### src/hw/rtl/paired_chunk_page_allocator_unit_defines.svh
// Assertion macros used by the allocator datapath (pcpa_dp).
`ifndef PAIRED_CHUNK_PAGE_ALLOCATOR_UNIT_DEFINES_SVH
`define PAIRED_CHUNK_PAGE_ALLOCATOR_UNIT_DEFINES_SVH

// Clocked check, off while reset is asserted.
`define PCPA_ASSERT(lbl, prop, msg) \
	lbl: assert property (@(posedge clk) disable iff (!arst_n) prop) else $error(msg);

// Clocked check that also holds during reset.
`define PCPA_ASSERT_ALWAYS(lbl, prop, msg) \
	lbl: assert property (@(posedge clk) prop) else $error(msg);

`endif

### src/hw/rtl/pcpa_pkg.sv
// ----------------------------------------------------------------------------
// pcpa_pkg
// Shared constants, codes and control types of the paired chunk page allocator.
// ----------------------------------------------------------------------------
`timescale 1ns / 1ps
`default_nettype none
package pcpa_pkg;

	localparam int NUM_PAGES   = 64;
	localparam int PG_W        = 6;
	localparam int CNT_W       = 7;
	localparam int CHUNK_ORDER = 6;
	localparam int PAGE_BITS   = 12;
	localparam int BLK_SHIFT   = PAGE_BITS - CHUNK_ORDER;
	localparam int BLK_BYTES   = 1 << BLK_SHIFT;
	localparam int PAGE_SIZE_B = 1 << PAGE_BITS;
	localparam int NCHUNKS     = (1 << CHUNK_ORDER) - 1;
	localparam int MAX_REQ     = PAGE_SIZE_B - 2 * BLK_BYTES;
	localparam int STAMP_W     = 32;

	localparam logic [2:0] ST_OK      = 3'd0;
	localparam logic [2:0] ST_INVALID = 3'd1;
	localparam logic [2:0] ST_NOSPACE = 3'd2;
	localparam logic [2:0] ST_NOMEM   = 3'd3;
	localparam logic [2:0] ST_BADFREE = 3'd4;

	localparam logic CMD_ALLOC = 1'b0;

	typedef enum logic [2:0] {
		S_IDLE,
		S_DECODE,
		S_SCAN,
		S_SCAN_END,
		S_ALLOC_WR,
		S_FREE_RD,
		S_FREE_WR,
		S_RESP
	} state_t;

	typedef struct packed {
		logic load;
		logic reject;
		logic scan_start;
		logic scan_step;
		logic alloc_wr;
		logic free_rd;
		logic free_wr;
		logic out_load;
	} ctrl_t;

	typedef struct packed {
		logic is_alloc;
		logic is_free;
		logic scan_last;
		logic out_free;
	} stat_t;

endpackage
`default_nettype wire

### src/hw/rtl/pcpa_ctrl.sv
// ----------------------------------------------------------------------------
// pcpa_ctrl
// Sequencer: decode, page table scan, read-modify-write and result handoff.
// ----------------------------------------------------------------------------
`timescale 1ns / 1ps
`default_nettype none
module pcpa_ctrl (
	input  wire logic            clk,
	input  wire logic            arst_n,
	input  wire logic            in_fire,
	input  pcpa_pkg::stat_t      stat,
	output logic                 in_ready,
	output pcpa_pkg::ctrl_t      ctrl
);

	pcpa_pkg::state_t state_q, state_d;

	always_ff @(posedge clk or negedge arst_n) begin
		if (!arst_n) begin
			state_q <= pcpa_pkg::S_IDLE;
		end else begin
			state_q <= state_d;
		end
	end

	always_comb begin
		state_d  = state_q;
		ctrl     = '0;
		in_ready = 1'b0;
		unique case (state_q)
			pcpa_pkg::S_IDLE: begin
				in_ready  = 1'b1;
				ctrl.load = in_fire;
				if (in_fire) state_d = pcpa_pkg::S_DECODE;
			end
			pcpa_pkg::S_DECODE: begin
				if (stat.is_alloc) begin
					ctrl.scan_start = 1'b1;
					state_d         = pcpa_pkg::S_SCAN;
				end else if (stat.is_free) begin
					state_d = pcpa_pkg::S_FREE_RD;
				end else begin
					// rejected alloc: go straight to the result
					ctrl.reject = 1'b1;
					state_d     = pcpa_pkg::S_RESP;
				end
			end
			pcpa_pkg::S_SCAN: begin
				ctrl.scan_step = 1'b1;
				if (stat.scan_last) state_d = pcpa_pkg::S_SCAN_END;
			end
			pcpa_pkg::S_SCAN_END: state_d = pcpa_pkg::S_ALLOC_WR;
			pcpa_pkg::S_ALLOC_WR: begin
				ctrl.alloc_wr = 1'b1;
				state_d       = pcpa_pkg::S_RESP;
			end
			pcpa_pkg::S_FREE_RD: begin
				ctrl.free_rd = 1'b1;
				state_d      = pcpa_pkg::S_FREE_WR;
			end
			pcpa_pkg::S_FREE_WR: begin
				ctrl.free_wr = 1'b1;
				state_d      = pcpa_pkg::S_RESP;
			end
			pcpa_pkg::S_RESP: begin
				if (stat.out_free) begin
					ctrl.out_load = 1'b1;
					state_d       = pcpa_pkg::S_IDLE;
				end
			end
			default: state_d = pcpa_pkg::S_IDLE;
		endcase
	end

endmodule
`default_nettype wire

### src/hw/rtl/pcpa_dp.sv
// ----------------------------------------------------------------------------
// pcpa_dp
// Datapath: page table memory, best-fit scan, update and output register.
// ----------------------------------------------------------------------------
`timescale 1ns / 1ps
`default_nettype none
`include "paired_chunk_page_allocator_unit_defines.svh"
module pcpa_dp (
	input  wire logic                              clk,
	input  wire logic                              arst_n,
	input  pcpa_pkg::ctrl_t                        ctrl,
	output pcpa_pkg::stat_t                        stat,
	input  wire logic                              in_cmd,
	input  wire logic [15:0]                       in_size,
	input  wire logic                              in_highmem,
	input  wire logic [pcpa_pkg::PG_W-1:0]         in_fpage,
	input  wire logic                              in_fhalf,
	input  wire logic                              out_ready,
	output logic                                   out_valid,
	output logic [2:0]                             out_status,
	output logic [pcpa_pkg::PG_W-1:0]              out_page,
	output logic                                   out_half,
	output logic [pcpa_pkg::PAGE_BITS-1:0]         out_offset,
	output logic [pcpa_pkg::CNT_W-1:0]             out_count
);

	localparam int CW = pcpa_pkg::CHUNK_ORDER;
	localparam int SW = pcpa_pkg::STAMP_W;
	localparam int PW = pcpa_pkg::PG_W;

	typedef struct packed {
		logic [CW-1:0] first;
		logic [CW-1:0] last;
		logic [SW-1:0] stamp;
	} entry_t;

	entry_t mem [pcpa_pkg::NUM_PAGES];
	logic [pcpa_pkg::NUM_PAGES-1:0] valid_q;

	logic          cmd_q, hm_q, fhalf_q;
	logic [15:0]   size_q;
	logic [PW-1:0] fpage_q;

	logic [SW-1:0]                 stamp_q;
	logic [pcpa_pkg::CNT_W-1:0]    count_q;
	logic [PW-1:0]                 ctr_q;

	entry_t        rd_s1;
	logic          rd_vld_s1, eval_s1;
	logic [PW-1:0] rd_addr_s1;

	logic          found_q, empty_found_q;
	logic [PW-1:0] best_page_q, empty_page_q;
	logic [CW-1:0] best_fc_q, best_f_q, best_l_q;
	logic [SW-1:0] best_age_q;

	logic [2:0]                    res_status_q;
	logic [PW-1:0]                 res_page_q;
	logic                          res_half_q;
	logic [pcpa_pkg::PAGE_BITS-1:0] res_off_q;

	logic          ov_q;
	logic [2:0]    os_q;
	logic [PW-1:0] op_q;
	logic          oh_q;
	logic [pcpa_pkg::PAGE_BITS-1:0] oo_q;
	logic [pcpa_pkg::CNT_W-1:0]     oc_q;

	logic [16:0]   rounded;
	logic [CW-1:0] chunks;
	logic          bad_req, no_space;
	entry_t        cur;
	logic [CW-1:0] fc;
	logic [SW-1:0] age;
	logic          half_used, cand;
	logic [PW-1:0] rd_addr;

	assign rounded  = {1'b0, size_q} + 17'(pcpa_pkg::BLK_BYTES - 1);
	assign chunks   = rounded[pcpa_pkg::BLK_SHIFT +: CW];
	assign bad_req  = (size_q == 16'd0) || hm_q;
	assign no_space = 17'(size_q) > 17'(pcpa_pkg::MAX_REQ);

	// an entry never written reads as empty
	assign cur       = rd_vld_s1 ? rd_s1 : '0;
	assign half_used = (cur.first == '0) != (cur.last == '0);
	assign fc        = CW'(pcpa_pkg::NCHUNKS) - cur.first - cur.last;
	assign age       = stamp_q - cur.stamp;
	assign cand      = half_used && (fc >= chunks) &&
	                   (!found_q || (fc < best_fc_q) ||
	                    ((fc == best_fc_q) && (age < best_age_q)));
	assign rd_addr   = ctrl.free_rd ? fpage_q : ctr_q;

	assign stat.is_alloc  = (cmd_q == pcpa_pkg::CMD_ALLOC) && !bad_req && !no_space;
	assign stat.is_free   = cmd_q != pcpa_pkg::CMD_ALLOC;
	assign stat.scan_last = ctr_q == PW'(pcpa_pkg::NUM_PAGES - 1);
	assign stat.out_free  = !ov_q || out_ready;

	always_ff @(posedge clk) begin
		rd_s1      <= mem[rd_addr];
		rd_addr_s1 <= rd_addr;
		if (ctrl.load) begin
			cmd_q   <= in_cmd;
			size_q  <= in_size;
			hm_q    <= in_highmem;
			fpage_q <= in_fpage;
			fhalf_q <= in_fhalf;
		end
		if (eval_s1 && cand) begin
			best_page_q <= rd_addr_s1;
			best_fc_q   <= fc;
			best_age_q  <= age;
			best_f_q    <= cur.first;
			best_l_q    <= cur.last;
		end
		if (eval_s1 && !empty_found_q && cur.first == '0 && cur.last == '0)
			empty_page_q <= rd_addr_s1;
		if (ctrl.alloc_wr) begin
			if (found_q) begin
				mem[best_page_q] <= best_f_q == '0 ?
					entry_t'{chunks, best_l_q, stamp_q} : entry_t'{best_f_q, chunks, stamp_q};
			end else if (empty_found_q) begin
				mem[empty_page_q] <= entry_t'{chunks, '0, stamp_q};
			end
		end
		if (ctrl.free_wr && ((fhalf_q ? cur.last : cur.first) != '0)) begin
			mem[fpage_q] <= fhalf_q ? entry_t'{cur.first, '0, stamp_q}
			                        : entry_t'{'0, cur.last, stamp_q};
		end
		if (ctrl.out_load) begin
			os_q <= res_status_q;
			op_q <= res_page_q;
			oh_q <= res_half_q;
			oo_q <= res_off_q;
			oc_q <= count_q;
		end
	end

	always_ff @(posedge clk or negedge arst_n) begin
		logic [CW-1:0] sel;
		logic          last_b;
		if (!arst_n) begin
			valid_q       <= '0;
			stamp_q       <= '0;
			count_q       <= '0;
			ctr_q         <= '0;
			rd_vld_s1     <= 1'b0;
			eval_s1       <= 1'b0;
			found_q       <= 1'b0;
			empty_found_q <= 1'b0;
			ov_q          <= 1'b0;
			res_status_q  <= pcpa_pkg::ST_OK;
			res_page_q    <= '0;
			res_half_q    <= 1'b0;
			res_off_q     <= '0;
		end else begin
			sel       = fhalf_q ? cur.last : cur.first;
			last_b    = fhalf_q ? (cur.first == '0) : (cur.last == '0);
			rd_vld_s1 <= valid_q[rd_addr];
			eval_s1   <= ctrl.scan_step;
			if (ctrl.scan_start) begin
				ctr_q         <= '0;
				found_q       <= 1'b0;
				empty_found_q <= 1'b0;
			end else if (ctrl.scan_step) begin
				ctr_q <= ctr_q + PW'(1);
			end
			if (eval_s1 && cand) found_q <= 1'b1;
			if (eval_s1 && cur.first == '0 && cur.last == '0) empty_found_q <= 1'b1;
			if (ctrl.load) begin
				res_status_q <= pcpa_pkg::ST_OK;
				res_page_q   <= '0;
				res_half_q   <= 1'b0;
				res_off_q    <= '0;
			end
			// a rejected alloc or a free never reaches the scan
			if (ctrl.reject && !stat.is_alloc && cmd_q == pcpa_pkg::CMD_ALLOC)
				res_status_q <= bad_req ? pcpa_pkg::ST_INVALID : pcpa_pkg::ST_NOSPACE;
			if (ctrl.alloc_wr) begin
				if (found_q) begin
					res_page_q <= best_page_q;
					if (best_f_q == '0) begin
						res_half_q <= 1'b0;
						res_off_q  <= pcpa_pkg::PAGE_BITS'(pcpa_pkg::BLK_BYTES);
					end else begin
						res_half_q <= 1'b1;
						res_off_q  <= pcpa_pkg::PAGE_BITS'(pcpa_pkg::PAGE_SIZE_B) -
						              ({{(pcpa_pkg::PAGE_BITS - CW){1'b0}}, chunks}
						               << pcpa_pkg::BLK_SHIFT);
					end
				end else if (empty_found_q) begin
					valid_q[empty_page_q] <= 1'b1;
					res_page_q <= empty_page_q;
					res_half_q <= 1'b0;
					res_off_q  <= pcpa_pkg::PAGE_BITS'(pcpa_pkg::BLK_BYTES);
					count_q    <= count_q + pcpa_pkg::CNT_W'(1);
					stamp_q    <= stamp_q + SW'(1);
				end else begin
					res_status_q <= pcpa_pkg::ST_NOMEM;
				end
				if (found_q) valid_q[best_page_q] <= 1'b1;
			end
			if (ctrl.free_wr) begin
				if (sel == '0 || ({1'b0, fpage_q} >= (PW + 1)'(pcpa_pkg::NUM_PAGES))) begin
					res_status_q <= pcpa_pkg::ST_BADFREE;
				end else begin
					valid_q[fpage_q] <= 1'b1;
					if (last_b) count_q <= count_q - pcpa_pkg::CNT_W'(1);
					else        stamp_q <= stamp_q + SW'(1);
				end
			end
			if (ctrl.out_load)      ov_q <= 1'b1;
			else if (out_ready)     ov_q <= 1'b0;
		end
	end

	// free_wr writes back the entry only on a legal free
	always_comb begin
		out_valid  = ov_q;
		out_status = os_q;
		out_page   = op_q;
		out_half   = oh_q;
		out_offset = oo_q;
		out_count  = oc_q;
	end

	`PCPA_ASSERT(a_count_bound, count_q <= pcpa_pkg::CNT_W'(pcpa_pkg::NUM_PAGES), "page count overflow")
	`PCPA_ASSERT(a_scan_eval, ctrl.scan_step |=> eval_s1, "scan read not evaluated")
	`PCPA_ASSERT(a_stamp_step, (stamp_q == $past(stamp_q)) || (stamp_q == $past(stamp_q) + SW'(1)), "stamp jumped")

endmodule
`default_nettype wire

### src/hw/rtl/paired_chunk_page_allocator_unit.sv
// ----------------------------------------------------------------------------
// paired_chunk_page_allocator_unit
// Two-object-per-page allocator over 64 pages of 63 usable 64-byte chunks.
// ----------------------------------------------------------------------------
// One word in, one result word out. An alloc scans the page table one page
// per cycle through the single read port of the table memory, then writes
// the chosen entry back; a rejected alloc skips the scan, and a free does one
// read and one write. A new word is accepted once the previous result has
// been handed to the output register.
// All state is cleared at reset through per-page valid bits; no sweep runs.
`timescale 1ns / 1ps
`default_nettype none
module paired_chunk_page_allocator_unit (
	input  wire logic        clk,
	input  wire logic        arst_n,
	input  wire logic        s_tvalid,
	output logic             s_tready,
	input  wire logic [23:0] s_tdata,  // req_size[15:0], highmem_flag[16], free_page[22:17], free_half[23]
	input  wire logic        s_tuser,  // cmd
	output logic             m_tvalid,
	input  wire logic        m_tready,
	output logic [31:0]      m_tdata   // status[2:0], page_index[8:3], half[9], byte_offset[21:10], pages_in_use[28:22]
);

	pcpa_pkg::ctrl_t ctrl;
	pcpa_pkg::stat_t stat;
	logic [2:0]  st;
	logic [5:0]  pg;
	logic        hf;
	logic [11:0] off;
	logic [6:0]  cnt;

	pcpa_ctrl u_ctrl (
		.clk      (clk),
		.arst_n   (arst_n),
		.in_fire  (s_tvalid && s_tready),
		.stat     (stat),
		.in_ready (s_tready),
		.ctrl     (ctrl)
	);

	pcpa_dp u_dp (
		.clk        (clk),
		.arst_n     (arst_n),
		.ctrl       (ctrl),
		.stat       (stat),
		.in_cmd     (s_tuser),
		.in_size    (s_tdata[15:0]),
		.in_highmem (s_tdata[16]),
		.in_fpage   (s_tdata[22:17]),
		.in_fhalf   (s_tdata[23]),
		.out_ready  (m_tready),
		.out_valid  (m_tvalid),
		.out_status (st),
		.out_page   (pg),
		.out_half   (hf),
		.out_offset (off),
		.out_count  (cnt)
	);

	assign m_tdata = {3'b000, cnt, off, hf, pg, st};

endmodule
`default_nettype wire

### config.mk
export PLATFORM = sky130hd
export DESIGN_NAME = paired_chunk_page_allocator_unit
export DESIGN_NICKNAME = d
export VERILOG_FILES = /design/src/hw/rtl/pcpa_pkg.sv /design/src/hw/rtl/pcpa_ctrl.sv /design/src/hw/rtl/pcpa_dp.sv /design/src/hw/rtl/paired_chunk_page_allocator_unit.sv
export VERILOG_INCLUDE_DIRS = /design/src /design/src/hw/rtl
export SDC_FILE = /design/constraint.sdc
export NUM_CORES = 2
export LEC_CHECK = 0
export BUFFER_PORTS_ARGS = -buffer_cell sky130_fd_sc_hd__buf_2
export CAP_MARGIN = 0
export CORE_ASPECT_RATIO = 1.1
export CORE_MARGIN = 2
export CORE_UTILIZATION = 63
export DETAILED_ROUTE_END_ITERATION = 8
export GPL_TIMING_DRIVEN = 1
export PLACE_DENSITY = 0.81
export SLEW_MARGIN = 25
export SYNTH_ARGS = -nofsm -noshare
export SYNTH_HDL_FRONTEND = slang
export SYNTH_SLANG_ARGS = --single-unit
### constraint.sdc
create_clock -name clk -period 9.1 [get_ports clk]
set_input_delay 0.455 -clock clk [delete_from_list [all_inputs] [get_ports clk]]
set_output_delay 0.455 -clock clk [all_outputs]
set_load 0.01 [all_outputs]
=== Word-level counts from Yosys, hierarchy flattened ===
Memory sizes are Yosys's and may differ from the RTL's. A register that Yosys moved wholly into a read port is not among the register bits.
Cells that the tools add are included.

* Output and inout bits: 34
* Memories: 1
* Bits in writable memories: 2,816
* Bits of input ports: 29
* Word-level logic and storage cells: 207
* Flip-flop bits (word level): 261

{| class="wikitable"
|+ Memories
! memory !! words !! width !! read ports !! clocked after Yosys merged registers in !! write ports !! RTL line !! text
|-
| u_dp.mem || 64 || 44 || 1 || 1 || 1 || pcpa_dp.sv:37 || <nowiki>entry_t mem [pcpa_pkg::NUM_PAGES];</nowiki>
|}

* $lt $le $gt $ge: 11
* Equal/unequal tests: 13
* Add/subtract/negate cells: 9
* Bitwise logic cells: 4
* Reduce and logical (&&, ||, !) cells: 43
* Multiplexer cells: 95

{| class="wikitable"
|+ Operator list
! operator !! count
|-
| 2-to-1 mux 64 bit || 7
|-
| 2-to-1 mux 44 bit || 5
|-
| 2-to-1 mux 32 bit || 6
|-
| OR 64 bit || 3
|-
| OR reduction 44 bit || 2
|-
| 2-to-1 mux 12 bit || 5
|-
| 2-to-1 mux 6 bit || 10
|-
| 2-to-1 mux 7 bit || 6
|-
| 2-to-1 mux 1 bit || 37
|-
| 2-to-1 mux 3 bit || 11
|-
| adder 32 x 1 -> 32 bit (second input constant) || 1
|-
| less-than comparator 32 bit || 1
|-
| subtractor 32 bit || 1
|-
| less-than comparator 6 x 7 -> 1 bit (second input constant) || 4
|-
| zero test 6 bit || 4
|-
| one-hot mux 3 bit (7 select lines) || 1
|-
| demux 1 bit (select 6 bit) || 3
|-
| greater-or-equal comparator 6 x 1 -> 1 bit (second input constant) || 3
|-
| logical AND 1 bit || 18
|-
| greater-than comparator 16 x 12 -> 1 bit (second input constant) || 1
|-
| zero test 16 bit || 1
|-
| adder 12 x 6 -> 12 bit (second input constant) || 1
|-
| == test 3 bit (second input constant) || 4
|-
| subtractor 1 x 12 -> 12 bit (first input constant) || 1
|-
| other kinds (24) || 39
|}

=== Longest topological paths before layout ===
* Word-level depth: 15
* Gate-level depth with buffers: 21
* Gate-level depth less buffers: 18

=== By module ===
A second synthesis with hierarchy kept.

* Cells, all modules: 14,335
* Area, all modules: 155,594.2 sq um

{| class="wikitable"
|+ By module, submodules not included
! module !! area an instance (sq um) !! cells each !! times used !! seq. area each (sq um)
|-
| pcpa_dp || 155,310.2 || 14,301 || 1 || 92,448.7
|-
| pcpa_ctrl || 244.0 || 28 || 1 || 75.1
|-
| paired_chunk_page_allocator_unit || 40.0 || 6 || 1 || 0.0
|}

=== Least setup slack after synthesis ===
OpenSTA, ideal clock, no wires.

* Path type: register to register
* Start: register u_dp.stamp_q[0]
* End: register u_dp.best_age_q[0] (enable)
* Setup slack: 1.322 ns
* Arrival time: 7.290 ns
* Setup time: 0.488 ns
* Data required time: 8.612 ns
* Clock period less this slack: 7.778 ns
* Buffers on the path: 0
* Cell stages (with the launch flop): 18
* Cell sequence: dfrtp_1 > inv_1 > ha_1 > fa_1 > nor2b_1 > o2111ai_1 > a32oi_1 > a221o_1 > a21oi_2 > o21ai_0 > a21oi_1 > xnor2_1 > ha_1 > a21o_1 > a2111oi_0 > o211a_1 > o2111ai_1 > a21oi_1

* Longest elaborated chain between the ends: 6

{| class="wikitable"
|+ RTL lines
! element !! RTL line !! text
|-
| start: declaration || pcpa_dp.sv:44 || <nowiki>logic [SW-1:0] stamp_q;</nowiki>
|-
| start signal: assignment || pcpa_dp.sv:196 || <nowiki>stamp_q <= stamp_q + SW'(1);</nowiki>
|-
| start signal: assignment || pcpa_dp.sv:208 || <nowiki>else stamp_q <= stamp_q + SW'(1);</nowiki>
|-
| subtractor 32 bit || pcpa_dp.sv:87 || <nowiki>assign age = stamp_q - cur.stamp;</nowiki>
|-
| via u_dp.age[30] || pcpa_dp.sv:74 || <nowiki>logic [SW-1:0] age;</nowiki>
|-
| less-than comparator 32 bit || pcpa_dp.sv:90 || <nowiki>((fc == best_fc_q) && (age < best_age_q)));</nowiki>
|-
| logical AND 1 bit || pcpa_dp.sv:90 ||
|-
| logical OR 1 bit || pcpa_dp.sv:89 || <nowiki>(!found_q || (fc < best_fc_q) ||</nowiki>
|-
| logical AND 1 bit || pcpa_dp.sv:88 || <nowiki>assign cand = half_used && (fc >= chunks) &&</nowiki>
|-
| logical AND 1 bit || pcpa_dp.sv:108 || <nowiki>if (eval_s1 && cand) begin</nowiki>
|-
| end signal: assignment || pcpa_dp.sv:111 || <nowiki>best_age_q <= age;</nowiki>
|-
| end: declaration || pcpa_dp.sv:55 || <nowiki>logic [SW-1:0] best_age_q;</nowiki>
|}

The timed path passes the listed nets, and every way through them passes these cells.
A chain may end at the register's enable or synchronous reset.

=== Final worst setup path ===
* Start: register u_dp.stamp_q[0]
* End: register u_dp.best_page_q[5] (enable)

* Longest elaborated chain between the ends: 6

{| class="wikitable"
|+ RTL lines
! element !! RTL line !! text
|-
| subtractor 32 bit || pcpa_dp.sv:87 ||
|-
| via u_dp.age[30] || pcpa_dp.sv:74 ||
|-
| less-than comparator 32 bit || pcpa_dp.sv:90 ||
|-
| logical AND 1 bit || pcpa_dp.sv:90 ||
|-
| logical OR 1 bit || pcpa_dp.sv:89 ||
|-
| logical AND 1 bit || pcpa_dp.sv:88 ||
|-
| logical AND 1 bit || pcpa_dp.sv:108 ||
|-
| end signal: assignment || pcpa_dp.sv:109 || <nowiki>best_page_q <= rd_addr_s1;</nowiki>
|-
| end: declaration || pcpa_dp.sv:53 || <nowiki>logic [PW-1:0] best_page_q, empty_page_q;</nowiki>
|}

The timed path passes the listed nets, and every way through them passes these cells.

==> flow_results.org <==
** STA
- Setup slack on the critical path of the routed design comes to 2640 ps.
- Number of max-slew violations in the final report :: 0
- Final-report setup violation count :: 0
- Slew at the pin closest to its max-slew limit :: 1220 ps
- Across the routed clock network, the largest skew measured is 44.6 ps.
- Final hold violation count :: 0
- Setup repair after global routing left no endpoint under its margin.
- The smallest clock period supported by the final layout is computed as 6460 ps.
- Final period utilization :: between 70% and 80%
- Maximum clock frequency :: 0.155 GHz
- Final sum of negative setup slack :: 0 ps
- Worst max-slew margin expressed relative to the limit :: 18.7%
- Final hold analysis gives a worst-case slack of 90.6 ps.

** Placed design
- In this run, placement finished with an instance count of between 10000 and 15000.
- The HPWL after detailed placement is 183000 µm.
- At the placement stage, the worst setup path has a slack of 2210 ps.
- In this run the tool buffered the top-level ports with 59 buffer cells.
- After detailed placement, the total cell area comes to 130000 µm².
- Weighted congestion at the end of routability-driven global placement :: 0.941

** Finish
- The net count of the finished layout is a little under 10000.
- With fillers left out, the area of the finished cells amounts to about 140000 µm².
- Leaving out fill and tap cells, the most frequent cells in the layout are 2932 x sky130_fd_sc_hd__edfxtp_1, 2712 x sky130_fd_sc_hd__nand2_1, 852 x sky130_fd_sc_hd__nand3_1.
- Registers take 92600 µm².
- Cells with a size suffix above 1 make up 8.50% of the layout.
- The filler cells instantiated in the layout total 12100.
- Once layout is complete, the utilization of the core stands at between 60% and 70%.
- Number of non-filler instances in the completed layout :: 12300
- Synthesis-to-finish area growth :: 10.2%
- Most common library cell in the layout ignoring fill and taps :: sky130_fd_sc_hd__edfxtp_1
- The multi-input combinational cells in the finished layout cover a total of 31900 µm².

** Yosys
- Syn_area_per_cell :: around 13 µm²
- Sequential fraction of the synthesis area :: 73.0%
- EDFF count, synth :: 2932
- Fraction of post-synthesis cell area in the top cell type by area :: 69.5%
- Primary flip-flop cell chosen by synthesis mapping :: sky130_fd_sc_hd__edfxtp_1
- Synthesis produced a netlist whose cell count is 9540.
- The largest total area in the synthesized netlist belongs to sky130_fd_sc_hd__edfxtp_1.
- Yosys warning count :: 0
- The synthesized design contains around 3100 register bits.
- Cell area after technology mapping :: 127000 µm²
- Fraction of synthesis flops using an asynchronous set or reset pin :: 4.45%
- Synth top area cells :: sky130_fd_sc_hd__edfxtp_1 69%, sky130_fd_sc_hd__nand2_1 8.0%, sky130_fd_sc_hd__nand3_1 3.4%
- In this run, distinct cell masters in the synthesized netlist total 79.

** Routing
- After detailed routing, the total wire length is 352000 µm.
- The detailed router finished its first iteration with 15100 violations.
- Via count :: 84500
- DRC violation count after routing :: 18
- Via-per-instance ratio :: approximately 7
- In the final routed layout, each cell accounts on average for 28.6 µm.
- Antenna Violating Nets Remaining :: 0
- The first TritonRoute pass finished after 9 iterations.

** Setup path
- Worst setup path category :: flip-flop to flip-flop
- Grouping stages by cell kind, the critical path spends the most delay in compound AO/OA/AOI/OAI gates.
- In this run the worst setup path begins at u_dp.stamp_q[0].
- For this run, the slowest stage of the critical path takes 830 ps.
- STA puts the critical path data required time at 9700 ps.
- In this run the worst path has a maximum fanout of 67.
- Arr. time, crit path :: 7060 ps
- Startpoint class of the critical path :: flip-flop
- The worst register-to-register path ends at u_dp.best_page_q[5].
- Crit path capture type :: flip-flop
- Critical-path cell list :: inv_1, ha_1, fa_1, nor2b_1, o2111ai_1, a32oi_1, a221o_1, a21oi_2, o21ai_0, a21oi_1, xnor2_1, ha_1, a21o_1, a2111oi_0, o211a_1, o2111ai_1, a21oi_4, buf_16, buf_4
- Setup slack on the worst reg-to-reg path comes out at 2640 ps.
- The slowest stage of the critical path is the sky130_fd_sc_hd__dfrtp_4 cell.
- Worst reg2reg path depth :: 19
- RR Startpoint :: u_dp.stamp_q[0]
- The critical path contains buffers and inverters numbering 3 combined.

** Die
- Initial Utilization :: ~63%
- Height of the die :: around 470 µm
- Std cell rows :: 172
- During I/O placement, the number of pins put on the boundary was 63.
- Measured along the x axis, the die boundary spans 432 µm.
- The floorplan step defined a core boundary enclosing 200000 µm².
- The floorplan step defined a die boundary enclosing 205000 µm².

** GRT
- The number of global-route vias before repair came to 81700.
- The number of antenna violations at the first check in global routing came to 12.
- Global routing consumed, over all layers together, 33.8% of the routing resources.
- The first global-routing pass estimated around 510000 µm of wire.
- Largest net degree at the start of global routing :: approximately 180
- Total grt overflow :: 0

** Clock network
- Root Driver :: sky130_fd_sc_hd__clkbuf_16
- The H-tree was split into 5 levels.
- Hold buffer count at cts :: 28
- Post-cts gate resize count :: 0
- TritonCTS built the clock tree.
- Clock latency at the later pin of the worst-skew pair :: 970 ps
- Post-CTS setup buffer count :: 0
- Clock-pin slew was measured on the worst setup and hold paths at around 60 ps.
- In this run, CTS created clock tree buffers numbering 302.
- Maximum clock insertion buffer count :: 4
- For this design, the sink count on the clock tree is 3121.

** Status
- Failing checks :: design-rule violations
- Outcome :: finished with violations

** Worst hold path
- Min-delay worst type :: primary input to asynchronous set/reset pin

** Run
- Max-cap violations :: 0

** Power and ir drop
- For this design the static power due to leakage is just under 50 nW.
- Across the VDD grid, the largest voltage drop is 0.466 mV.
- Power comes to 45.9 mW.
- Power per cell area :: roughly 330 nW/µm²
[where the power goes]
group	internal (mW)	switching [mW]	total, mW
logic	4.96	11.6	16.5
registers	16.9	0.497	17.3
clock network	6.84	5.16	12.0
[worst reg2reg max path, cell delays in order, from the launching register on]
cell,delay (ps)
sky130_fd_sc_hd__dfrtp_4,830
sky130_fd_sc_hd__inv_1,190
sky130_fd_sc_hd__ha_1,280
sky130_fd_sc_hd__fa_1,440
sky130_fd_sc_hd__nor2b_1,210
sky130_fd_sc_hd__o2111ai_1,180
sky130_fd_sc_hd__a32oi_1,410
sky130_fd_sc_hd__a221o_1,300
sky130_fd_sc_hd__a21oi_2,130
sky130_fd_sc_hd__o21ai_0,330
sky130_fd_sc_hd__a21oi_1,140
sky130_fd_sc_hd__xnor2_1,240
sky130_fd_sc_hd__ha_1,310
sky130_fd_sc_hd__a21o_1,180
sky130_fd_sc_hd__a2111oi_0,410
sky130_fd_sc_hd__o211a_1,220
sky130_fd_sc_hd__o2111ai_1,180
sky130_fd_sc_hd__a21oi_4,530
sky130_fd_sc_hd__buf_16,240
sky130_fd_sc_hd__buf_4,350
[logic make-up after synthesis]
group,Yosys count,share of synthesized area [%]
muxes,240,2.35
buffers and inverters,719,2.47
other,1,0.00296
xor gates and xnor gates,84,0.580
and+or+nand+nor,4210,14.3
AOI/OAI and AO/OA,1079,6.43
DFF,3121,73.0
adders and majority gates,86,0.861
[registers in the layout (all words and copies together), names as in the netlist, 3 cells and up]
register,cells
u_dp.mem,2816
u_dp.ctr_q,6
u_ctrl.state_q,3
u_dp.count_q,7
u_dp.best_l_q,6
u_dp.best_f_q,6
u_dp.rd_s1,44
u_dp.stamp_q,32
u_dp.res_page_q,6
u_dp.best_fc_q,6
u_dp.fpage_q,6
u_dp.valid_q,64
u_dp.empty_page_q,6
u_dp.best_page_q,6
u_dp.out_count,7
u_dp.rd_addr_s1,6
u_dp.out_status,3
u_dp.size_q,16
u_dp.res_off_q,12
u_dp.out_page,6
u_dp.best_age_q,32
u_dp.out_offset,12
u_dp.res_status_q,3
[Yosys cell counts, types with 42 or more instances]
| cell | count |
|---|---|
| sky130_fd_sc_hd__ha_1 | 84 |
| sky130_fd_sc_hd__o32ai_1 | 48 |
| sky130_fd_sc_hd__dfxtp_1 | 50 |
| sky130_fd_sc_hd__inv_1 | 83 |
| sky130_fd_sc_hd__nand3_1 | 852 |
| sky130_fd_sc_hd__nor2_1 | 135 |
| sky130_fd_sc_hd__xnor2_1 | 58 |
| sky130_fd_sc_hd__a21o_1 | 42 |
| sky130_fd_sc_hd__o21ai_0 | 103 |
| sky130_fd_sc_hd__mux2i_1 | 192 |
| sky130_fd_sc_hd__edfxtp_1 | 2932 |
| sky130_fd_sc_hd__o22ai_1 | 66 |
| sky130_fd_sc_hd__and3_1 | 330 |
| sky130_fd_sc_hd__nor3_1 | 57 |
| sky130_fd_sc_hd__nand2_1 | 2714 |
| sky130_fd_sc_hd__mux4_2 | 45 |
| sky130_fd_sc_hd__buf_2 | 212 |
| sky130_fd_sc_hd__dfrtp_1 | 139 |
| sky130_fd_sc_hd__a21oi_1 | 119 |
| sky130_fd_sc_hd__a31oi_1 | 95 |
| sky130_fd_sc_hd__buf_1 | 51 |
| sky130_fd_sc_hd__a311oi_1 | 450 |
| sky130_fd_sc_hd__o31ai_1 | 54 |
| sky130_fd_sc_hd__a221o_1 | 48 |
| sky130_fd_sc_hd__clkbuf_1 | 325 |
[worst max path at each step]
stage	depth (start not counted)	slack, ps	to
floorplan	17	1320	u_dp.best_age_q[0]
global placement	18	2180	u_dp.best_page_q[4]
CTS	18	2120	u_dp.best_page_q[5]
detailed placement	18	2210	u_dp.best_f_q[2]
global route	19	2210	u_dp.best_page_q[5]
finish	19	2640	u_dp.best_page_q[5]
[cell type report]
cell class | instances | share of cell area [%]
clock inverter | 135 | 0.836
clock buffer | 382 | 5.77
tap | 2610 | 2.34
multi-input combinational | 5702 | 22.8
antenna | 1 | 0.00179
timing repair buffer | 275 | 1.70
sequential | 3121 | 66.3
inverter | 87 | 0.261
[routing by layer]
metal  track usage, %  vias to the layer above  wire length (µm)
met3             8.00                     1391             48600
met2             53.4                     6962            164000
li1                 -                    35400                 -
met1             43.8                    40700            118000
met5                0                        -                74
met4             18.6                       10             21600
Power figures use the tool's default switching activity.
